### config.mk
export PLATFORM = sky130hd
export DESIGN_NAME = tracker_pattern_sequencer_core
export DESIGN_NICKNAME = d
export VERILOG_FILES = /design/src/rtl/tps_pkg.sv /design/src/rtl/tps_divider.sv /design/src/rtl/tracker_pattern_sequencer_core.sv
export SDC_FILE = /design/constraint.sdc
export NUM_CORES = 2
export LEC_CHECK = 0
export BUFFER_PORTS_ARGS = -buffer_cell sky130_fd_sc_hd__buf_2
export CORE_MARGIN = 2
export CORE_UTILIZATION = 39
export DETAILED_ROUTE_END_ITERATION = 8
export MAX_ROUTING_LAYER = met4
export SLEW_MARGIN = 15
export SYNTH_ARGS = -nofsm -noshare
export SYNTH_HDL_FRONTEND = slang
export SYNTH_HIERARCHICAL = 1
export SYNTH_SLANG_ARGS = --single-unit
### constraint.sdc
create_clock -name clk -period 8.36 [get_ports clk]
set_input_delay 0 -clock clk [delete_from_list [all_inputs] [get_ports clk]]
set_output_delay 0 -clock clk [all_outputs]
set_load 0.05 [all_outputs]
### src/rtl/tps_pkg.sv
// Package with payload types, action codes and constants of the tracker sequencer.
package tps_pkg;

  typedef struct packed {
    logic [1:0]  func;
    logic [6:0]  index;
    logic [7:0]  order_value;
    logic [7:0]  ins_volume;
    logic [15:0] ins_len_words;
    logic [15:0] ins_loop_words;
    logic        ins_present;
    logic [15:0] note_period;
    logic [15:0] note_cmd;
  } tps_in_t;

  typedef struct packed {
    logic [2:0]  action;
    logic [1:0]  channel;
    logic [15:0] frequency;
    logic [7:0]  volume;
    logic [3:0]  sample_slot;
    logic [16:0] length;
    logic [16:0] loop_start;
    logic [16:0] loop_length;
    logic [15:0] mark_value;
    logic [17:0] fetch_offset;
    logic        last;
  } tps_out_t;

  // Instrument table entry: present, volume, length words, loop words.
  typedef struct packed {
    logic        present;
    logic [7:0]  volume;
    logic [15:0] len_words;
    logic [15:0] loop_words;
  } tps_ins_t;

  localparam logic [1:0] FUNC_LOAD_INS = 2'd0;
  localparam logic [1:0] FUNC_LOAD_ORD = 2'd1;
  localparam logic [1:0] FUNC_CELL     = 2'd2;
  localparam logic [1:0] FUNC_START    = 2'd3;

  localparam logic [2:0] ACT_NONE  = 3'd0;
  localparam logic [2:0] ACT_VOL   = 3'd1;
  localparam logic [2:0] ACT_STOP  = 3'd2;
  localparam logic [2:0] ACT_PLAY  = 3'd3;
  localparam logic [2:0] ACT_MARK  = 3'd4;
  localparam logic [2:0] ACT_END   = 3'd5;

  localparam logic [15:0] PERIOD_MARK = 16'hFFFD;
  localparam logic [15:0] PERIOD_STOP = 16'hFFFE;
  localparam logic [22:0] PAULA_CLOCK = 23'd7159092;
  localparam logic [11:0] PERIOD_MIN  = 12'h037;
  localparam logic [11:0] PERIOD_MAX  = 12'hFFF;
  localparam logic [7:0]  VOL_MAX     = 8'h3F;

  localparam logic [0:0] CFG_SONG_LENGTH = 1'd0;
  localparam logic [0:0] CFG_START_ORDER = 1'd1;

endpackage

### src/rtl/tps_divider.sv
// Restoring divider: the Paula clock divided by twice the clamped period.
module tps_divider (
  input  logic        clk,
  input  logic        rst_n,
  input  logic        start,
  input  logic [12:0] divisor,
  output logic        done,
  output logic [15:0] quotient
);
  import tps_pkg::*;

  logic [22:0] rem_r, rem_nxt;
  logic [22:0] quo_r, quo_nxt;
  logic [4:0]  cnt_r, cnt_nxt;
  logic        busy_r, busy_nxt;
  logic        done_r, done_nxt;
  logic [23:0] trial;

  always_comb begin
    rem_nxt  = rem_r;
    quo_nxt  = quo_r;
    cnt_nxt  = cnt_r;
    busy_nxt = busy_r;
    done_nxt = 1'b0;
    trial    = {rem_r, quo_r[22]} - {11'd0, divisor};
    if (start) begin
      rem_nxt  = '0;
      quo_nxt  = PAULA_CLOCK;
      cnt_nxt  = 5'd23;
      busy_nxt = 1'b1;
    end else if (busy_r) begin
      if (!trial[23]) begin
        rem_nxt = trial[22:0];
        quo_nxt = {quo_r[21:0], 1'b1};
      end else begin
        rem_nxt = {rem_r[21:0], quo_r[22]};
        quo_nxt = {quo_r[21:0], 1'b0};
      end
      cnt_nxt = cnt_r - 5'd1;
      if (cnt_r == 5'd1) begin
        busy_nxt = 1'b0;
        done_nxt = 1'b1;
      end
    end
  end

  always_ff @(posedge clk) begin
    if (!rst_n) begin
      busy_r <= 1'b0;
      done_r <= 1'b0;
      cnt_r  <= '0;
    end else begin
      busy_r <= busy_nxt;
      done_r <= done_nxt;
      cnt_r  <= cnt_nxt;
    end
    rem_r <= rem_nxt;
    quo_r <= quo_nxt;
  end

  assign done     = done_r;
  assign quotient = quo_r[15:0];

endmodule

### src/rtl/tracker_pattern_sequencer_core.sv
// Top level of the four-channel tracker pattern sequencer.
//
// Input transactions on in_* carry one item: an instrument load, an order
// load, a pattern cell or a start. Results leave on out_* one per cycle at
// most, up to three per item; the last one of an item has last set.
// Configuration writes on cfg_* set song_length (index 0) and start_order
// (index 1); they are to be taken only while the block is idle, which the
// block itself does not enforce. Loads and inactive cells finish with no
// result. A start or an active cell reads the order memory and instrument
// memory into registers, then emits its results; a played note first runs
// the 23-step serial divider.
// One item is processed at a time; in_stall is high while one is in work.
// Reset clears the position, the channel counter, the active flag and the
// instrument present bits; order entries are undefined until written.
// While out_stall is high the current result holds in the output register
// and the block waits.
module tracker_pattern_sequencer_core #(
  parameter int ORDER_DEPTH      = 128,
  parameter int INSTRUMENT_SLOTS = 15,
  parameter int CHANNELS         = 4,
  parameter int PATTERN_BYTES    = 1024
) (
  input  logic              clk,
  input  logic              rst_n,
  input  logic              in_valid,
  output logic              in_stall,
  input  tps_pkg::tps_in_t  in_data,
  output logic              out_valid,
  input  logic              out_stall,
  output tps_pkg::tps_out_t out_data,
  input  logic              cfg_valid,
  output logic              cfg_ready,
  input  logic [0:0]        cfg_index,
  input  logic [7:0]        cfg_data
);
  import tps_pkg::*;

  localparam int OW  = $clog2(ORDER_DEPTH);
  localparam int CW  = (CHANNELS > 1) ? $clog2(CHANNELS) : 1;
  localparam int RW  = $clog2(PATTERN_BYTES);
  localparam int SW  = (INSTRUMENT_SLOTS > 1) ? $clog2(INSTRUMENT_SLOTS) : 1;
  localparam int PSH = $clog2(PATTERN_BYTES);
  localparam logic [RW:0] ROW_STEP = (RW+1)'(CHANNELS * 4);

  localparam logic [2:0] ST_IDLE = 3'd0;
  localparam logic [2:0] ST_READ = 3'd1;
  localparam logic [2:0] ST_DIV  = 3'd2;
  localparam logic [2:0] ST_EMIT = 3'd3;

  logic [7:0]     order_mem [ORDER_DEPTH];
  tps_ins_t       ins_mem   [INSTRUMENT_SLOTS];
  logic [INSTRUMENT_SLOTS-1:0] ins_ok_r;
  logic [7:0]     ord_rd_r;
  tps_ins_t       ins_rd_r;
  logic           ins_ok_rd_r;

  logic [7:0]     song_length_r;
  logic [6:0]     start_order_r;
  logic [OW-1:0]  order_pos_r;
  logic [RW-1:0]  row_r;
  logic [CW-1:0]  chan_r;
  logic           active_r;

  logic [2:0]     st_r, st_nxt;
  tps_in_t        item_r;
  logic [CW-1:0]  ch_item_r;
  logic           end_r;
  tps_out_t       res_r [3];
  logic [1:0]     nres_r, idx_r;
  logic           out_valid_r;
  tps_out_t       out_r;
  tps_out_t       out_nxt;

  logic           div_start, div_done;
  logic [15:0]    div_q;
  logic [12:0]    div_den;

  logic           accept;
  assign accept    = in_valid && !in_stall;
  assign in_stall  = (st_r != ST_IDLE);
  assign cfg_ready = 1'b1;

  // Cell decode fields on the registered item.
  logic [3:0]  slot_n;
  logic [3:0]  eff;
  logic [7:0]  param;
  logic        has_ins;
  logic [8:0]  vsum;
  logic [7:0]  vol;
  logic [15:0] per;
  logic [11:0] pcl;
  logic [16:0] len_b;
  logic        is_mark, is_stop, is_play;

  always_comb begin
    slot_n  = item_r.note_cmd[15:12];
    eff     = item_r.note_cmd[11:8];
    param   = item_r.note_cmd[7:0];
    per     = item_r.note_period;
    has_ins = (per != PERIOD_MARK) && (slot_n != 4'd0) &&
              ({28'd0, slot_n} <= INSTRUMENT_SLOTS) && ins_ok_rd_r &&
              ins_rd_r.present;
    vol = ins_rd_r.volume;
    vsum = '0;
    if (eff == 4'd5) begin
      vsum = {1'b0, ins_rd_r.volume} + {1'b0, param};
      vol  = (vsum > {1'b0, VOL_MAX}) ? VOL_MAX : vsum[7:0];
    end else if (eff == 4'd6) begin
      vol = (ins_rd_r.volume < param) ? 8'd0 : ins_rd_r.volume - param;
    end
    is_mark = (per == PERIOD_MARK);
    is_stop = (per == PERIOD_STOP);
    is_play = !is_mark && !is_stop && (per != 16'd0) && has_ins;
    if (per < {4'd0, PERIOD_MIN})      pcl = PERIOD_MIN;
    else if (per > {4'd0, PERIOD_MAX}) pcl = PERIOD_MAX;
    else                               pcl = per[11:0];
    len_b = {ins_rd_r.len_words, 1'b0};
  end

  assign div_den   = {pcl, 1'b0};
  assign div_start = (st_r == ST_READ) && item_r.func == FUNC_CELL && is_play;

  tps_divider u_div (
    .clk      (clk),
    .rst_n    (rst_n),
    .start    (div_start),
    .divisor  (div_den),
    .done     (div_done),
    .quotient (div_q)
  );

  logic [17:0] fetch;
  assign fetch = 18'(({10'd0, ord_rd_r} << PSH) + {8'd0, row_r} +
                 {{(18-CW-2){1'b0}}, chan_r, 2'b00});

  // Memories. The instrument entry is read once, when the cell is taken, and
  // held for the whole transaction.
  logic [3:0] rd_slot;
  assign rd_slot = in_data.note_cmd[15:12] - 4'd1;
  always_ff @(posedge clk) begin
    if (accept && in_data.func == FUNC_LOAD_ORD &&
        {25'd0, in_data.index} < ORDER_DEPTH)
      order_mem[OW'(in_data.index)] <= in_data.order_value;
    if (accept && in_data.func == FUNC_LOAD_INS &&
        {25'd0, in_data.index} < INSTRUMENT_SLOTS)
      ins_mem[SW'(in_data.index)] <= {in_data.ins_present, in_data.ins_volume,
                                      in_data.ins_len_words, in_data.ins_loop_words};
    if (accept) begin
      if ({28'd0, rd_slot} < INSTRUMENT_SLOTS)
        ins_rd_r <= ins_mem[SW'(rd_slot)];
      ins_ok_rd_r <= ({28'd0, rd_slot} < INSTRUMENT_SLOTS) && ins_ok_r[SW'(rd_slot)];
    end
  end

  // Order memory read of the position after this item.
  logic [OW-1:0] rd_pos;
  always_ff @(posedge clk) ord_rd_r <= order_mem[rd_pos];

  // Position update computed at acceptance.
  logic [OW-1:0] pos_n;
  logic [RW-1:0] row_n;
  logic [CW-1:0] chan_n;
  logic          act_n, end_n;
  logic [RW:0]   row_sum;
  logic [8:0]    nxt_cnt;
  always_comb begin
    pos_n = order_pos_r; row_n = row_r; chan_n = chan_r; act_n = active_r;
    end_n = 1'b0;
    row_sum = {1'b0, row_r} + ROW_STEP;
    nxt_cnt = {{(9-OW){1'b0}}, order_pos_r} + 9'd1;
    if (in_data.func == FUNC_START) begin
      act_n = 1'b1; pos_n = OW'(start_order_r); row_n = '0; chan_n = '0;
    end else if (in_data.func == FUNC_CELL && active_r) begin
      if ({{(32-CW){1'b0}}, chan_r} == CHANNELS - 1) begin
        chan_n = '0;
        if (row_sum >= (RW+1)'(PATTERN_BYTES)) begin
          row_n = '0;
          pos_n = OW'(nxt_cnt);
          if (nxt_cnt == {1'b0, song_length_r}) begin
            end_n = 1'b1; act_n = 1'b0;
          end
        end else begin
          row_n = row_sum[RW-1:0];
        end
      end else begin
        chan_n = chan_r + CW'(1);
      end
    end
  end
  assign rd_pos = (accept) ? pos_n : order_pos_r;

  // Result assembly.
  tps_out_t r_vol, r_act, r_end;
  always_comb begin
    r_vol = '0; r_vol.action = ACT_VOL; r_vol.channel = 2'(ch_item_r);
    r_vol.volume = vol; r_vol.fetch_offset = fetch;
    r_act = '0; r_act.channel = 2'(ch_item_r); r_act.fetch_offset = fetch;
    if (is_mark) begin
      r_act.action = ACT_MARK; r_act.mark_value = item_r.note_cmd;
    end else if (is_stop) begin
      r_act.action = ACT_STOP;
    end else begin
      r_act.action = ACT_PLAY; r_act.frequency = div_q; r_act.volume = vol;
      r_act.sample_slot = slot_n - 4'd1; r_act.length = len_b;
      if (ins_rd_r.loop_words != 16'd0) begin
        r_act.loop_start = len_b;
        r_act.loop_length = {ins_rd_r.loop_words, 1'b0};
      end
    end
    r_end = '0; r_end.action = ACT_END; r_end.channel = 2'(ch_item_r);
    r_end.fetch_offset = fetch;
  end

  logic is_start;
  assign is_start = (item_r.func == FUNC_START);

  // A start reports channel 0; a cell without actions reports its channel.
  tps_out_t r_none;
  always_comb begin
    r_none = '0;
    r_none.channel = is_start ? 2'd0 : 2'(ch_item_r);
    r_none.fetch_offset = fetch;
  end

  always_comb begin
    st_nxt = st_r;
    unique case (st_r)
      ST_IDLE: if (accept && (in_data.func == FUNC_START ||
                   (in_data.func == FUNC_CELL && active_r))) st_nxt = ST_READ;
      ST_READ: st_nxt = div_start ? ST_DIV : ST_EMIT;
      ST_DIV:  if (div_done) st_nxt = ST_EMIT;
      ST_EMIT: if (!out_valid_r || !out_stall)
                 if (idx_r == nres_r) st_nxt = (out_valid_r && out_stall) ?
                   ST_EMIT : ST_IDLE;
      default: st_nxt = ST_IDLE;
    endcase
  end

  logic [1:0] n_c;
  logic [1:0] nres_c;
  always_comb begin
    n_c = 2'd0;
    if (is_start) nres_c = 2'd1;
    else begin
      if (has_ins) n_c = n_c + 2'd1;
      if (is_mark || is_stop || is_play) n_c = n_c + 2'd1;
      if (end_r) n_c = n_c + 2'd1;
      nres_c = (n_c == 2'd0) ? 2'd1 : n_c;
    end
  end

  always_comb begin
    out_nxt      = res_r[idx_r];
    out_nxt.last = (idx_r + 2'd1 == nres_r);
  end

  always_ff @(posedge clk) begin
    if (!rst_n) begin
      st_r <= ST_IDLE; song_length_r <= 8'd1; start_order_r <= '0;
      order_pos_r <= '0; row_r <= '0; chan_r <= '0; active_r <= 1'b0;
      ins_ok_r <= '0; out_valid_r <= 1'b0; idx_r <= '0; nres_r <= '0;
    end else begin
      st_r <= st_nxt;
      if (cfg_valid && cfg_ready) begin
        if (cfg_index == CFG_SONG_LENGTH) song_length_r <= cfg_data;
        else start_order_r <= cfg_data[6:0];
      end
      if (accept && in_data.func == FUNC_LOAD_INS &&
          {25'd0, in_data.index} < INSTRUMENT_SLOTS)
        ins_ok_r[SW'(in_data.index)] <= 1'b1;
      if (accept) begin
        order_pos_r <= pos_n; row_r <= row_n; chan_r <= chan_n; active_r <= act_n;
      end
      if (st_r == ST_READ || (st_r == ST_DIV && div_done)) begin
        nres_r <= nres_c; idx_r <= '0;
      end
      if (st_r == ST_EMIT && (!out_valid_r || !out_stall) && idx_r != nres_r) begin
        out_r <= out_nxt;
        out_valid_r <= 1'b1;
        idx_r <= idx_r + 2'd1;
      end else if (out_valid_r && !out_stall) begin
        out_valid_r <= 1'b0;
      end
    end
  end

  // Register the accepted item; build the result list once the read data and quotient are ready.
  always_ff @(posedge clk) begin
    if (accept) begin
      item_r <= in_data; ch_item_r <= chan_r; end_r <= end_n;
    end
    if (st_r == ST_READ || (st_r == ST_DIV && div_done)) begin
      if (is_start) begin
        res_r[0] <= r_none;
      end else if (has_ins) begin
        res_r[0] <= r_vol;
        res_r[1] <= (is_mark || is_stop || is_play) ? r_act : r_end;
        res_r[2] <= r_end;
      end else if (is_mark || is_stop || is_play) begin
        res_r[0] <= r_act; res_r[1] <= r_end; res_r[2] <= r_end;
      end else if (end_r) begin
        res_r[0] <= r_end; res_r[1] <= r_end; res_r[2] <= r_end;
      end else begin
        res_r[0] <= r_none;
      end
    end
  end

  assign out_valid = out_valid_r;
  assign out_data  = out_r;

endmodule

# Word-level counts from Yosys, hierarchy flattened
# Memories as Yosys holds them, arrays and structs flattened. A register that Yosys moved wholly into a read port is not among the register bits.
# Cells that the tools add are included.
[word_totals] mem_count=3 ram_bits=1996 register_bits=150
[classes] n_reduce_logical=56 n_lt_le_gt_ge=10 add_sub_neg=14 muxes=99 bitwise_logic=15 n_eq_ne=23
[mem_list] memory="order_mem" words=128 width=8 read_ports=1 rd_ports_with_merged_regs=1 write_ports=1 line="tracker_pattern_sequencer_core.sv:50" text="logic [7:0] order_mem [ORDER_DEPTH];"
[mem_list] memory="ins_mem" words=15 width=41 read_ports=1 rd_ports_with_merged_regs=1 write_ports=1 line="tracker_pattern_sequencer_core.sv:51" text="tps_ins_t ins_mem [INSTRUMENT_SLOTS];"
[mem_list] memory="res_r" words=3 width=119 read_ports=1 rd_ports_with_merged_regs=1 write_ports=3 line="tracker_pattern_sequencer_core.sv:68" text="tps_out_t res_r [3];"
[op_table] cell="$mux W119" count=9
[op_table] cell="$mux W79" count=2
[op_table] cell="$mux W1" count=46
[op_table] cell="$mux W10" count=4
[op_table] cell="$mux W7" count=5
[op_table] cell="$mux W34" count=1
[op_table] cell="$eq A16 B16 Y1 const B" count=2
[op_table] cell="$mux W8" count=4
[op_table] cell="$reduce_bool A16 Y1" count=2
[op_table] cell="$mux W2" count=14
[op_table] cell="$mux W12" count=2
[op_table] cell="$sub A24 B13 Y24" count=1
[op_table] cell="$mux W23" count=1
[op_table] cell="$logic_and A1 B1 Y1" count=21
[op_table] cell="$add A18 B10 Y18" count=1
[op_table] cell="$add A18 B4 Y18" count=1
[op_table] cell="$gt A16 B12 Y1 const B" count=1
[op_table] cell="$lt A16 B6 Y1 const B" count=1
[op_table] cell="$mux W16" count=1
[op_table] cell="$ne A16 B16 Y1 const B" count=1
[op_table] cell="$mux W3" count=5
[op_table] cell="$or A15 B15 Y15" count=1
[op_table] cell="$reduce_bool A2 Y1" count=7
[op_table] cell="$pmux W3 S4" count=1
[op_table] cell="other kinds (43)" count=83

# Logic depth before layout (Yosys ltp)
[depth] depth_word=15 mapped_depth=17 ltp_nobuf=15

# Modules after synthesis
# Netlist, hierarchy kept.
[by_module_without_submodules] module="tracker_pattern_sequencer_core" cells_each=5305 area_per_inst_um2=82330.2 seq_area_each_um2=62129.6 n_inst=1
[by_module_without_submodules] module="tps_divider" cells_each=351 area_per_inst_um2=3049.2 seq_area_each_um2=1061.0 n_inst=1

# Least setup slack after synthesis
# OpenSTA, ideal clock, no wires.
[synth_path] path_kind="reg-to-reg" start="register st_r[0]" end="memory res_r[1][100] (netlist name), enable pin" path_stages_with_launch=6 period_less_slack_ps=7476 path_slack_ps=884 arrival_time_ps=6854 required_time_ps=7738 cell_sequence="dfxtp_1 -> nor2b_1 -> a21oi_1 -> inv_1 -> nand2_1 -> a21oi_1"
[synth_lines] element="start, declared" line="tracker_pattern_sequencer_core.sv:64" text="logic [2:0] st_r, st_nxt;"
[synth_lines] element="start signal, assigned" line="tracker_pattern_sequencer_core.sv:263" text="st_r <= st_nxt;"
[synth_lines] element="end, declared" line="tracker_pattern_sequencer_core.sv:68"

# Worst setup path in the final report
[layout_path] start="register st_r[1]" end="register ord_rd_r[2], read port of order_mem"
[layout_between] elab_chain_cells=4
[layout_rtl] element="$reduce_bool A3 Y1" line="tracker_pattern_sequencer_core.sv:80" text="assign in_stall = (st_r != ST_IDLE);"
[layout_rtl] element="$logic_not A1 Y1" line="tracker_pattern_sequencer_core.sv:79" text="assign accept = in_valid && !in_stall;"
[layout_rtl] element="$logic_and A1 B1 Y1" line="tracker_pattern_sequencer_core.sv:79"
[layout_rtl] element="via accept" line="tracker_pattern_sequencer_core.sv:78" text="logic accept;"
[layout_rtl] element="$mux W7"
[layout_rtl] element="end, declared" line="tracker_pattern_sequencer_core.sv:53" text="logic [7:0] ord_rd_r;"
# The timed path passes the listed nets, and every way through them passes these cells.
# A chain may end at the register's enable or synchronous reset.

==> summary.md <==
| Metric | Value |
|---|---|
| Dpl cells | 8,481 |
| Hold buffer count at CTS | 156 |
| Fin crit period | 5.724 ns |
| Most frequent cells in the layout | edfxtp_1, nand2_1, nor2_1 |
| Final Setup Violations | 0 |
| Syn Std Cell Area | 85,380 µm² |
| Depth of the CTS H-tree | 4 |
| Sink Count | 2,174 |
| Top_reg_cell synth | edfxtp_1 |
| Detailed Place HPWL | 125,800 µm |
| Hold path depth | 2 |
| DR vias/cell | 5.440 |
| Reg2Reg Setup Slack | 2.64 ns |
| Die H | 471.9 µm |
| Average size of a mapped cell | 15.10 µm² |
| Gate power share | 0.074 |
| Antenna Nets Post-Route | 0 |
| Setup bufs post-CTS | 0 |
| Initial antenna violation count | 24 |
| Crit end category | flop |
| Cell Chain, Critical Path | or3b_1, inv_2, mux2_2, nand3_4, buf_4, mux2i_1, mux2_2, a222oi_1, nor4b_1, a21oi_1, nand3_1 |
| P_leak | 33.95 nW |
| Min-Delay Path Class | primary input to flop |
| Hold Violations, Final | 0 |
| Worst reg-to-reg path cell count | 11 |
| Most common cell after layout, fill and taps aside | edfxtp_1 |
| Setup_tns | 0 ns |
| Final hold slack | 0.07042 ns |
| Status | complete, no violations |
| Root Driver | clkbuf_16 |
| Tot GR Track Use | 0.1987 |
| Sw Share | 0.2335 |
| Total wire length | 218,500 µm |
| PortBufs | 221 |
| Worst slew pin tran | 1.217 ns |
| Gpl congestion | 0.8570 |
| #FFs+latches synth | 2,174 |
| Post-synth EDFFs | 1,965 |
| Number of global-route vias before repair | 48,140 |
| CP max stage cell | inv_2 |
| Normalized max-slew margin | 0.1859 |
| Sequential cell area fraction in the yosys report | 0.7401 |
| Clock Skew | 0.05323 ns |
| CP max FO | 53 |
| Num CTS Buffers | 217 |
| Chip Width | 471.9 µm |
| Final nets | 6,150 |
| Core Area | 217,400 µm² |
| Fraction of registers with async set or reset after synthesis | 0 |
| Net switching power | 0.005496 W |
| Post-route cell area | 98,400 µm² |
| Fmax | 174.7 MHz |
| Die ar. | 222,700 µm² |
| Clk buf depth | 3 |
| Pwr dens | 239.2 nW/µm² |
| I/O pin count | 226 |
| Post-Place Cell Area | 89,710 µm² |
| Startpoint Class | flop |
| CTS tree | yes |
| Initial core utilization | 0.3928 |
| Max Slew Vio Count | 0 |
| Core Rows | 171 |
| Tcrit/Tclk final | 0.6846 |
| Layout area overhead | 15.26% |
| First-pass detailed-route iteration total | 6 |
| CP arrival | 6.52 ns |
| Reg power frac | 0.518 |
| RSZ-0062 raised after global routing | false |
| DRC | 0 |
| CP peak stage delay | 0.82 ns |
| First-pass GRT wire length | 323,700 µm |
| Max VDD drop | 0.1778 mV |
| Int Pwr | 0.01804 W |
| Vias | 49,270 |
| WL/cell | 24.12 µm |
| Cell variety after synth | 81 |
| Clock power frac | 0.408 |
| DR iter-0 viols | 5,376 |
| Resized Gates After CTS | 0 |
| Ratio of cells with drive above 1 in the final layout | 0.1445 |
| Mapped Cells | 5,656 |
| Pin count of the biggest net entering global routing | 186 |
| Final Non-Filler Cells | 9,056 |
| Clock latency on the worst-skew pair | 0.85 ns |
| Max Cap Viol | 0 |
| Grt ovf | 0 |
| Crit-path most repeated cell | mux2_2 |
| Yosys warns | 6 |
| Clk slew on worst S/H paths | 0.06 ns |
| Worst EP required | 9.15 ns |
| Crit Path Category | flop to flop |
[through the flow]
step / power (W) / util / setup WS, ns
2_1_floorplan: 0.01345 / - / 0.8841
4_1_cts: 0.02370 / 0.4525 / 2.589
6_report: 0.02354 / 0.4527 / 2.636
3_5_place_dp: 0.01408 / 0.4127 / 2.612
3_3_place_gp: 0.01406 / 0.4127 / 2.780
5_1_grt: 0.02428 / 0.4527 / 2.417
[cell type report]
class | count | area (µm²)
multi-input combinational | 3101 | 20910
sequential | 2174 | 63200
timing repair buffer | 461 | 3428
clock inverter | 125 | 1186
inverter | 47 | 176.4
tap | 2854 | 3571
fill | 18870 | 119000
antenna | 14 | 35.03
clock buffer | 280 | 5903
[power by group through the flow]
stage               sequential, W  clock [W]  combinational, W
finish                     0.0122    0.00961           0.00174
global route               0.0122     0.0102           0.00190
CTS                        0.0122    0.00978           0.00174
detailed placement         0.0124          0           0.00167
global placement           0.0124          0           0.00165
floorplan                  0.0123          0           0.00110
[metal layers]
| metal | global-route usage | routed length (µm) | vias up |
|---|---|---|---|
| met3 | 0.02798 | 13900 | 326 |
| met5 | - | 0 | - |
| met4 | 0.04836 | 4680 | 0 |
| met2 | 0.3113 | 104200 | 1771 |
| li1 | - | - | 21980 |
| met1 | 0.2750 | 95670 | 25190 |
[Yosys cell counts, types with 10 or more instances]
cell | instances | area (µm²)
a31oi_1 | 76 | 475.5
nor3_1 | 44 | 220.2
a32oi_1 | 58 | 508.0
nor2b_1 | 49 | 306.5
nand2_1 | 862 | 3236
nor4_1 | 32 | 200.2
buf_1 | 52 | 195.2
buf_2 | 39 | 195.2
and3_1 | 19 | 118.9
nor2_1 | 376 | 1411
buf_4 | 25 | 187.7
nor4b_1 | 11 | 96.34
xnor2_1 | 24 | 210.2
a211oi_1 | 20 | 150.1
mux4_2 | 167 | 3761
o21ai_0 | 85 | 425.4
a22o_1 | 16 | 140.1
inv_1 | 44 | 165.2
and2_1 | 132 | 825.8
a22oi_1 | 24 | 180.2
mux2_2 | 45 | 506.7
mux2i_1 | 304 | 3043
dfxtp_1 | 209 | 4184
or3_1 | 10 | 62.56
edfxtp_1 | 1965 | 59010
clkbuf_1 | 220 | 825.8
nand3_1 | 331 | 1657
nand2b_1 | 15 | 93.84
xor2_1 | 21 | 183.9
a21o_1 | 10 | 75.07
a21oi_1 | 177 | 885.9
o211ai_1 | 12 | 90.09
ha_1 | 41 | 513.0
[path summary, 6_finish.rpt]
path,from,end
max,st_r[1],ord_rd_r[2]
min,in_data[48],ins_mem[10][15]
max reg2reg,st_r[1],ord_rd_r[2]
min reg2reg,ch_item_r[1],res_r[1][115]
[worst max-delay path: cells and delay by family (launching register included)]
kind	cells	cell delay [ns]
simple gates	4	1.96
buf+inv	2	1.39
compound gates	2	0.99
mux	3	0.88
flops	1	0.37
[registers in the layout, indices dropped and copies added, names as in the netlist, 4 cells and up]
signal	cells
res_r	227
per	16
u_div/cnt_r	5
eff	4
u_div/rem_r	23
item_r	14
song_length_r	8
ord_rd_r	8
out_data	115
u_div/quo_r	23
ins_mem	615
start_order_r	7
order_pos_r	7
row_r	6
ins_ok_r	15
order_mem	1024
ins_rd_r	41
[kinds of logic after synthesis]
family,after synthesis,synth area share
other,2,0.00008796
buffers and inverters,385,0.01877
DFF,2174,0.7401
adders and majority gates,44,0.006712
xor gates and xnor gates,45,0.004616
muxes,516,0.08563
AOI/OAI and AO/OA,556,0.04276
and+or+nand+nor,1934,0.1013
Power figures use the tool's default switching activity.
